`src/design/asmec_pkg.sv`:
```
// ----------------------------------------------------------------------------
// asmec_pkg
// widths, limits and the run record shared by the statistics block
// ----------------------------------------------------------------------------
package asmec_pkg;

    localparam int VALUE_W   = 32;
    localparam int SUM_W     = 39;
    localparam int MEAN_W    = 40;
    localparam int COUNT_W   = 8;
    localparam int MAX_ITEMS = 128;

    // mean divider: numerator is |sum| * 512 + count, divisor 2 * count
    localparam int NUM_W      = SUM_W + 9;
    localparam int DEN_W      = COUNT_W + 1;
    localparam int DIV_STEPS  = NUM_W;
    localparam int DIV_CNT_W  = $clog2(DIV_STEPS);

    // front to back queue
    localparam int QUEUE_DEPTH = 2;
    localparam int QPTR_W      = $clog2(QUEUE_DEPTH);

    typedef struct packed {
        logic signed [SUM_W-1:0]   total_sum;
        logic signed [VALUE_W-1:0] largest;
        logic signed [VALUE_W-1:0] second_largest;
        logic signed [VALUE_W-1:0] smallest;
        logic signed [VALUE_W-1:0] second_smallest;
        logic [COUNT_W-1:0]        key_count;
        logic [COUNT_W-1:0]        value_count;
    } run_rec_t;

endpackage

```
`src/design/asmec_queue.sv`:
```
// ----------------------------------------------------------------------------
// asmec_queue
// short queue of finished run records between front and back
// ----------------------------------------------------------------------------
module asmec_queue (
    input  logic                aclk,
    input  logic                aresetn,
    input  logic                push,
    input  asmec_pkg::run_rec_t push_rec,
    input  logic                pop,
    output logic                full,
    output logic                empty,
    output asmec_pkg::run_rec_t head_rec
);
    import asmec_pkg::*;

    run_rec_t          entry_reg [QUEUE_DEPTH];
    logic [QPTR_W-1:0] wr_ptr_reg, wr_ptr_next;
    logic [QPTR_W-1:0] rd_ptr_reg, rd_ptr_next;
    logic [QPTR_W:0]   fill_reg, fill_next;
    logic              do_push, do_pop;

    assign full     = (fill_reg == (QPTR_W+1)'(QUEUE_DEPTH));
    assign empty    = (fill_reg == '0);
    assign do_push  = push && !full;
    assign do_pop   = pop && !empty;
    assign head_rec = entry_reg[rd_ptr_reg];

    always_comb begin
        wr_ptr_next = do_push ? wr_ptr_reg + 1'b1 : wr_ptr_reg;
        rd_ptr_next = do_pop  ? rd_ptr_reg + 1'b1 : rd_ptr_reg;
        fill_next   = fill_reg;
        if (do_push && !do_pop) begin
            fill_next = fill_reg + 1'b1;
        end else if (do_pop && !do_push) begin
            fill_next = fill_reg - 1'b1;
        end
    end

    always_ff @(posedge aclk) begin
        if (!aresetn) begin
            wr_ptr_reg <= '0;
            rd_ptr_reg <= '0;
            fill_reg   <= '0;
        end else begin
            wr_ptr_reg <= wr_ptr_next;
            rd_ptr_reg <= rd_ptr_next;
            fill_reg   <= fill_next;
        end
    end

    always_ff @(posedge aclk) begin
        if (do_push) begin
            entry_reg[wr_ptr_reg] <= push_rec;
        end
    end

endmodule

```
`src/design/asmec_front.sv`:
```
// ----------------------------------------------------------------------------
// asmec_front
// takes values, tracks sum, count, top two, bottom two and key matches
// ----------------------------------------------------------------------------
module asmec_front (
    input  logic                                     aclk,
    input  logic                                     aresetn,
    input  logic                                     cfg_wr_en,
    input  logic signed [asmec_pkg::VALUE_W-1:0]     cfg_wr_data,
    input  logic                                     s_valid,
    output logic                                     s_ready,
    input  logic signed [asmec_pkg::VALUE_W-1:0]     s_sample_value,
    input  logic                                     s_last_value,
    input  logic                                     q_full,
    output logic                                     push,
    output asmec_pkg::run_rec_t                      push_rec
);
    import asmec_pkg::*;

    logic signed [VALUE_W-1:0] search_key_reg;
    logic signed [SUM_W-1:0]   sum_reg, sum_next;
    logic [COUNT_W-1:0]        count_reg, count_next;
    logic [COUNT_W-1:0]        key_reg, key_next;
    logic signed [VALUE_W-1:0] top_reg, top_next;
    logic signed [VALUE_W-1:0] ntop_reg, ntop_next;
    logic signed [VALUE_W-1:0] bot_reg, bot_next;
    logic signed [VALUE_W-1:0] nbot_reg, nbot_next;
    logic                      accept, run_end;
    logic signed [VALUE_W-1:0] v;

    assign s_ready = !q_full;
    assign accept  = s_valid && !q_full;
    assign v       = s_sample_value;

    // running values including the current sample
    always_comb begin
        top_next  = top_reg;
        ntop_next = ntop_reg;
        bot_next  = bot_reg;
        nbot_next = nbot_reg;
        if (count_reg == '0) begin
            top_next  = v;
            ntop_next = v;
            bot_next  = v;
            nbot_next = v;
        end else if (count_reg == COUNT_W'(1)) begin
            if (v >= top_reg) begin
                ntop_next = top_reg;
                top_next  = v;
            end else begin
                ntop_next = v;
            end
            if (v <= bot_reg) begin
                nbot_next = bot_reg;
                bot_next  = v;
            end else begin
                nbot_next = v;
            end
        end else begin
            if (v >= top_reg) begin
                ntop_next = top_reg;
                top_next  = v;
            end else if (v > ntop_reg) begin
                ntop_next = v;
            end
            if (v <= bot_reg) begin
                nbot_next = bot_reg;
                bot_next  = v;
            end else if (v < nbot_reg) begin
                nbot_next = v;
            end
        end
        sum_next   = sum_reg + SUM_W'(v);
        count_next = count_reg + 1'b1;
        key_next   = (v == search_key_reg) ? key_reg + 1'b1 : key_reg;
    end

    // overlong runs close on their last allowed value
    assign run_end = s_last_value || (count_next == COUNT_W'(MAX_ITEMS));
    assign push    = accept && run_end;

    always_comb begin
        push_rec.total_sum       = sum_next;
        push_rec.largest         = top_next;
        push_rec.second_largest  = ntop_next;
        push_rec.smallest        = bot_next;
        push_rec.second_smallest = nbot_next;
        push_rec.key_count       = key_next;
        push_rec.value_count     = count_next;
    end

    always_ff @(posedge aclk) begin
        if (!aresetn) begin
            search_key_reg <= '0;
        end else if (cfg_wr_en) begin
            search_key_reg <= cfg_wr_data;
        end
    end

    always_ff @(posedge aclk) begin
        if (!aresetn) begin
            sum_reg   <= '0;
            count_reg <= '0;
            key_reg   <= '0;
            top_reg   <= '0;
            ntop_reg  <= '0;
            bot_reg   <= '0;
            nbot_reg  <= '0;
        end else if (accept) begin
            if (run_end) begin
                sum_reg   <= '0;
                count_reg <= '0;
                key_reg   <= '0;
                top_reg   <= '0;
                ntop_reg  <= '0;
                bot_reg   <= '0;
                nbot_reg  <= '0;
            end else begin
                sum_reg   <= sum_next;
                count_reg <= count_next;
                key_reg   <= key_next;
                top_reg   <= top_next;
                ntop_reg  <= ntop_next;
                bot_reg   <= bot_next;
                nbot_reg  <= nbot_next;
            end
        end
    end

endmodule

```
`src/design/asmec_back.sv`:
```
// ----------------------------------------------------------------------------
// asmec_back
// bit-serial mean division and the result output register
// ----------------------------------------------------------------------------
module asmec_back (
    input  logic                                  aclk,
    input  logic                                  aresetn,
    input  logic                                  q_empty,
    input  asmec_pkg::run_rec_t                   q_head,
    output logic                                  pop,
    output logic                                  m_valid,
    input  logic                                  m_ready,
    output logic signed [asmec_pkg::SUM_W-1:0]    m_total_sum,
    output logic signed [asmec_pkg::MEAN_W-1:0]   m_mean_fixed,
    output logic signed [asmec_pkg::VALUE_W-1:0]  m_largest,
    output logic signed [asmec_pkg::VALUE_W-1:0]  m_second_largest,
    output logic signed [asmec_pkg::VALUE_W-1:0]  m_smallest,
    output logic signed [asmec_pkg::VALUE_W-1:0]  m_second_smallest,
    output logic [asmec_pkg::COUNT_W-1:0]         m_key_count,
    output logic [asmec_pkg::COUNT_W-1:0]         m_value_count,
    output logic                                  m_too_few
);
    import asmec_pkg::*;

    typedef enum logic [1:0] {
        B_IDLE,
        B_DIV,
        B_DONE
    } back_state_t;

    back_state_t           state_reg, state_next;
    run_rec_t              rec_reg, rec_next;
    logic [NUM_W-1:0]      num_reg, num_next;
    logic [DEN_W-1:0]      rem_reg, rem_next;
    logic [DEN_W-1:0]      den_reg, den_next;
    logic                  neg_reg, neg_next;
    logic [DIV_CNT_W-1:0]  step_reg, step_next;
    logic                  valid_reg, valid_next;
    run_rec_t              out_reg, out_next;
    logic signed [MEAN_W-1:0] mean_reg, mean_next;

    logic [SUM_W-1:0]      mag;
    logic [DEN_W:0]        trial, diff;
    logic                  ge;
    logic [MEAN_W-1:0]     quot;
    logic                  load_out;

    assign mag   = q_head.total_sum[SUM_W-1] ? SUM_W'(0) - q_head.total_sum
                                             : q_head.total_sum;
    assign trial = {rem_reg, num_reg[NUM_W-1]};
    assign diff  = trial - {1'b0, den_reg};
    assign ge    = (trial >= {1'b0, den_reg});
    assign quot  = num_reg[MEAN_W-1:0];

    assign pop      = (state_reg == B_IDLE) && !q_empty;
    assign load_out = (state_reg == B_DONE) && (!valid_reg || m_ready);

    always_comb begin
        state_next = state_reg;
        rec_next   = rec_reg;
        num_next   = num_reg;
        rem_next   = rem_reg;
        den_next   = den_reg;
        neg_next   = neg_reg;
        step_next  = step_reg;
        valid_next = valid_reg;
        out_next   = out_reg;
        mean_next  = mean_reg;
        if (valid_reg && m_ready) begin
            valid_next = 1'b0;
        end
        unique case (state_reg)
            B_IDLE: begin
                if (!q_empty) begin
                    rec_next   = q_head;
                    num_next   = {mag, 9'b0} + NUM_W'(q_head.value_count);
                    rem_next   = '0;
                    den_next   = {q_head.value_count, 1'b0};
                    neg_next   = q_head.total_sum[SUM_W-1];
                    step_next  = '0;
                    state_next = B_DIV;
                end
            end
            B_DIV: begin
                // one quotient bit per cycle, restoring
                rem_next  = ge ? diff[DEN_W-1:0] : trial[DEN_W-1:0];
                num_next  = {num_reg[NUM_W-2:0], ge};
                step_next = step_reg + 1'b1;
                if (step_reg == DIV_CNT_W'(DIV_STEPS - 1)) begin
                    state_next = B_DONE;
                end
            end
            B_DONE: begin
                if (load_out) begin
                    out_next   = rec_reg;
                    mean_next  = neg_reg ? MEAN_W'(0) - quot : quot;
                    valid_next = 1'b1;
                    state_next = B_IDLE;
                end
            end
            default: begin
                state_next = B_IDLE;
            end
        endcase
    end

    always_ff @(posedge aclk) begin
        if (!aresetn) begin
            state_reg <= B_IDLE;
            valid_reg <= 1'b0;
        end else begin
            state_reg <= state_next;
            valid_reg <= valid_next;
        end
        rec_reg  <= rec_next;
        num_reg  <= num_next;
        rem_reg  <= rem_next;
        den_reg  <= den_next;
        neg_reg  <= neg_next;
        step_reg <= step_next;
        out_reg  <= out_next;
        mean_reg <= mean_next;
    end

    assign m_valid           = valid_reg;
    assign m_total_sum       = out_reg.total_sum;
    assign m_mean_fixed      = mean_reg;
    assign m_largest         = out_reg.largest;
    assign m_second_largest  = out_reg.second_largest;
    assign m_smallest        = out_reg.smallest;
    assign m_second_smallest = out_reg.second_smallest;
    assign m_key_count       = out_reg.key_count;
    assign m_value_count     = out_reg.value_count;
    assign m_too_few         = (out_reg.value_count < COUNT_W'(2));

endmodule

```
`src/design/array_sum_mean_extremes_count.sv`:
```
// a run's record passes the queue, the serial mean divider and the output register in turn
// throughput: one value per cycle unless the queue is full; the divider takes one run at a time
// two finished runs can wait in the queue; input stalls only when it is full
// reset: synchronous active-low aresetn clears run state, queue, divider and search key (to 0)
// ----------------------------------------------------------------------------
// array_sum_mean_extremes_count
// run statistics: sum, rounded fixed-point mean, top two, bottom two, key count
// ----------------------------------------------------------------------------
module array_sum_mean_extremes_count (
    input  logic                                  aclk,
    input  logic                                  aresetn,
    // search key register
    input  logic                                  cfg_wr_en,
    input  logic signed [asmec_pkg::VALUE_W-1:0]  cfg_wr_data,
    // value stream
    input  logic                                  s_valid,
    output logic                                  s_ready,
    input  logic signed [asmec_pkg::VALUE_W-1:0]  s_sample_value,
    input  logic                                  s_last_value,
    // result stream
    output logic                                  m_valid,
    input  logic                                  m_ready,
    output logic signed [asmec_pkg::SUM_W-1:0]    m_total_sum,
    output logic signed [asmec_pkg::MEAN_W-1:0]   m_mean_fixed,
    output logic signed [asmec_pkg::VALUE_W-1:0]  m_largest,
    output logic signed [asmec_pkg::VALUE_W-1:0]  m_second_largest,
    output logic signed [asmec_pkg::VALUE_W-1:0]  m_smallest,
    output logic signed [asmec_pkg::VALUE_W-1:0]  m_second_smallest,
    output logic [asmec_pkg::COUNT_W-1:0]         m_key_count,
    output logic [asmec_pkg::COUNT_W-1:0]         m_value_count,
    output logic                                  m_too_few
);
    import asmec_pkg::*;

    // finished run records flowing front to back
    logic     push, pop, q_full, q_empty;
    run_rec_t push_rec, head_rec;

    // front: accumulates per transfer, pushes a record when the run closes
    asmec_front u_front (
        .aclk           (aclk),
        .aresetn        (aresetn),
        .cfg_wr_en      (cfg_wr_en),
        .cfg_wr_data    (cfg_wr_data),
        .s_valid        (s_valid),
        .s_ready        (s_ready),
        .s_sample_value (s_sample_value),
        .s_last_value   (s_last_value),
        .q_full         (q_full),
        .push           (push),
        .push_rec       (push_rec)
    );

    // decoupling queue so the divider never blocks value intake directly
    asmec_queue u_queue (
        .aclk     (aclk),
        .aresetn  (aresetn),
        .push     (push),
        .push_rec (push_rec),
        .pop      (pop),
        .full     (q_full),
        .empty    (q_empty),
        .head_rec (head_rec)
    );

    // back: mean division and output register
    asmec_back u_back (
        .aclk              (aclk),
        .aresetn           (aresetn),
        .q_empty           (q_empty),
        .q_head            (head_rec),
        .pop               (pop),
        .m_valid           (m_valid),
        .m_ready           (m_ready),
        .m_total_sum       (m_total_sum),
        .m_mean_fixed      (m_mean_fixed),
        .m_largest         (m_largest),
        .m_second_largest  (m_second_largest),
        .m_smallest        (m_smallest),
        .m_second_smallest (m_second_smallest),
        .m_key_count       (m_key_count),
        .m_value_count     (m_value_count),
        .m_too_few         (m_too_few)
    );

endmodule

```
`config.mk`:
```
export PLATFORM = sky130hd
export DESIGN_NAME = array_sum_mean_extremes_count
export DESIGN_NICKNAME = d
export VERILOG_FILES = /design/src/design/asmec_pkg.sv /design/src/design/asmec_queue.sv /design/src/design/asmec_front.sv /design/src/design/asmec_back.sv /design/src/design/array_sum_mean_extremes_count.sv
export SDC_FILE = /design/constraint.sdc
export NUM_CORES = 2
export LEC_CHECK = 0
export ABC_AREA = 0
export BUFFER_PORTS_ARGS = -buffer_cell sky130_fd_sc_hd__buf_2
export CAP_MARGIN = 20
export CORE_MARGIN = 4
export CORE_UTILIZATION = 45
export DETAILED_ROUTE_END_ITERATION = 8
export GPL_ROUTABILITY_DRIVEN = 1
export SETUP_SLACK_MARGIN = 0.02
export SYNTH_ARGS = -nofsm -noshare
export SYNTH_HDL_FRONTEND = slang
export SYNTH_HIERARCHICAL = 1
export SYNTH_SLANG_ARGS = --single-unit
export TNS_END_PERCENT = 50
```
`constraint.sdc`:
```
create_clock -name aclk -period 14.7 [get_ports aclk]
set_input_delay 1.47 -clock aclk [delete_from_list [all_inputs] [get_ports aclk]]
set_output_delay 1.47 -clock aclk [all_outputs]
set_load 0.01 [all_outputs]
```
==> results.md <==
- Peak supply drop: 180 uV
- Slew of the pin with the lowest slew margin: 1090 ps
- Total of cells resized after clock tree synthesis: 0
- Placement-stage cell area: 49400 sq um
- Headroom to the max-slew limit: 27.3%
- Pre-CTS setup slack: 9070 ps
- Synth-to-Final Area Change: 13.8%
- Vias/cell: 5.73
- Initial cell density of the core: 45.6%
- Type of the tightest min-delay check: flop to flop
- DR pass1 iterations: 6
- Placer congestion estimate: 0.891
- Row count: 117
- MaxCap Viol Count: 0
- Gr ovfl total: 0
- Per-instance average area after synthesis: 13.3 sq um
- DR vias: 29900
- Largest clock skew in the final design: 28.0 ps
- Synthesis warning total: 6
- Pin count of the biggest net entering global routing: 125
- CP peak stage delay: 900 ps
- Worst setup path start: s_sample_value[0]
- Flip-flop cell with the highest count after synthesis: sky130_fd_sc_hd__edfxtp_1
- Data arrival, critical path: 5660 ps
- Number of sinks driven by the clock tree: 1058
- Fin nets: 4007
- First-pass GRT wire length: 178000 um
- Number of inserted diodes: 0
- Post-synthesis async set-or-reset flop share: 0%
- Number of distinct library cells after synthesis: 83
- Post-synth top area share: 53.7%
- Average routed wire per standard cell: 22.7 um
- Area of all placed cells without fillers: 53200 sq um
- Number of buffers inserted to repair setup after CTS: 0
- Worst Reg-to-Reg Cells: 7
- Multi-input logic area: 15600 sq um
- Routed Antenna Nets: 0
- Seq/Total Area, Yosys: 63.2%
- Post-synthesis sequential element count: 1058
- Setup TNS: 0 ps
- Hold bufs inserted after CTS: 0
- R2r setup slk: 10120 ps
- Category of the worst setup path launch point: primary input
- Half-perimeter wire length after placement: 78700 um
- Post-route DRC violation count: 0
- Final hold viol count: 0
- Clock latency of the later-clocked register in the worst-skew pair: 700 ps
- Classification of the worst setup path: primary input to flop
- Highest net fanout along the worst path: 53
- Type of element capturing the critical path: flop
- Clock tree from TritonCTS: built
- Die Span Y: 330 um
- H-tree Lvls: 3
- Final routed wirelength across all metal layers: 119000 um
- Data required time at the worst endpoint: 15330 ps
- Time the final worst path needs with I/O delays and setup: 5030 ps
- Power per cell area: 176 nW/um^2
- Number of flip-flops in the largest register: 366
- Maximum frequency from static timing analysis: 199 MHz
- Number of buffers on the longest clock path: 3
- Crit path capture: u_front/bot_reg[5]
- Final-layout fill cell count: 8799
- Drt initial violations: 2829
- Critical path cell sequence: buf_2, inv_1, ha_1, nand4_1, nor4_1, a22o_1, inv_2, nand3_4, buf_4, o21ai_4, a32o_1
- Setup-violating endpoint count in the final report: 0
- Number of synthesized flops with an enable pin: 835
- Placeable core region: 102000 sq um
- Slowest CP cell: sky130_fd_sc_hd__o21ai_4
- Sequential cell area: 29500 sq um
- Full die area: 109000 sq um
- Total routing usage reported by global routing: 21.3%
- Number of buffers created by CTS: 111
- Leakage: 0.0189 uW
- Clock transition at the registers of the reported paths: 60 ps
- Combined area of all synthesized cells: 46700 sq um
- Via count of the first global-routing pass: 28600
- Initial antenna violation count: 5
- # IOs: 296
- Count of port buffers added during placement: 295
- Run status: finished, final reports clean
- Worst Setup Slack, final: 9670 ps
- Post-synth top area cell: sky130_fd_sc_hd__edfxtp_1
- Fraction of layout cells with a size suffix above 1: 19.7%
- RSZ-0062 raised after global routing: false
- Top cells by area, synth: sky130_fd_sc_hd__edfxtp_1 54%, sky130_fd_sc_hd__dfxtp_1 9.6%, sky130_fd_sc_hd__ha_1 4.8%
- Worst reg2reg path endpoint: u_back/num_reg[44]
- Post-Synthesis Cells: 3510
- Synthesized net count: 3763
- Root Driver: sky130_fd_sc_hd__clkbuf_16
- Period utilisation layout: 34.2%
- Max-slew violations: 0
- Die extent in x: 330 um
==> worst min-delay path by stage <==
stage                              startpoint                      endpoint  slack (ps)  cells past startpoint
after detailed placement    u_back/rec_reg[9]         u_back/m_key_count[1]         400                      0
after global routing       u_back/rec_reg[46]  u_back/m_second_smallest[30]         410                      0
after global placement    u_back/rec_reg[147]         u_back/m_total_sum[3]         400                      0
after CTS                 u_back/rec_reg[154]        u_back/m_total_sum[10]         410                      0
final                      u_back/rec_reg[46]  u_back/m_second_smallest[30]         400                      0
after floorplan             u_back/rec_reg[8]         u_back/m_key_count[0]         400                      0
==> layout make-up <==
type | instances | area share, %
clock buffer | 134 | 5.54
clock inverter | 76 | 1.48
inverter | 195 | 1.38
multi-input combinational | 2045 | 29.3
sequential | 1058 | 55.6
tap | 1368 | 3.22
timing repair buffer | 343 | 3.55
==> layout by cell type, fill, tap and decap left out, types with 81 or more instances in the layout <==
master                      count
sky130_fd_sc_hd__dfxtp_1      222
sky130_fd_sc_hd__ha_1         181
sky130_fd_sc_hd__inv_1        194
sky130_fd_sc_hd__o21ai_0      165
sky130_fd_sc_hd__clkbuf_16    114
sky130_fd_sc_hd__nand2_1      219
sky130_fd_sc_hd__edfxtp_1     835
sky130_fd_sc_hd__buf_2        295
sky130_fd_sc_hd__mux2_2       188
sky130_fd_sc_hd__xor2_1        81
sky130_fd_sc_hd__a21oi_1      111
==> cells by family after synthesis <==
kind of cell	synth area share, %
fa+ha+maj	4.93
simple gates	7.32
mux	5.39
flops	63.2
buf+inv	3.76
xor+xnor	2.91
compound gates	12.5
==> synthesized netlist by cell type, types with 74 or more instances <==
library cell,n
sky130_fd_sc_hd__a21oi_1,113
sky130_fd_sc_hd__dfxtp_1,223
sky130_fd_sc_hd__edfxtp_1,835
sky130_fd_sc_hd__nand2_1,220
sky130_fd_sc_hd__clkbuf_1,134
sky130_fd_sc_hd__inv_1,194
sky130_fd_sc_hd__ha_1,181
sky130_fd_sc_hd__xnor2_1,74
sky130_fd_sc_hd__xor2_1,81
sky130_fd_sc_hd__o21ai_0,165
sky130_fd_sc_hd__mux2_2,188
==> critical path, delay by kind of cell <==
kind / cells / cell delay (ps)
fa+ha+maj: 1 / 350
buf+inv: 4 / 1630
compound gates: 3 / 1330
simple gates: 3 / 830
==> layer usage <==
metal  track usage [%]  wire (um)  vias up
met2              32.7      53500     1052
met4              5.79       2740        4
met1              31.0      53700    14700
met5                 0         30        -
li1                  -          -    13900
met3              4.13       8580      189
==> per-stage QoR <==
stage	util (%)	hold WS, ps	total power [uW]	cells
floorplan	-	400	5940	3510
global placement	48.2	401	6500	5005
detailed placement	48.2	405	6530	5005
CTS	51.8	409	9410	5215
global route	51.9	408	9800	5219
finish	51.9	397	9340	5219
==> power by group <==
group          total, uW  switching [uW]  internal [uW]  leakage (uW)
Sequential          4390             285           4110       0.00950
Clock               2860            1180           1680       0.00180
Combinational       2090            1320            764       0.00756
Power figures use the tool's default switching activity.
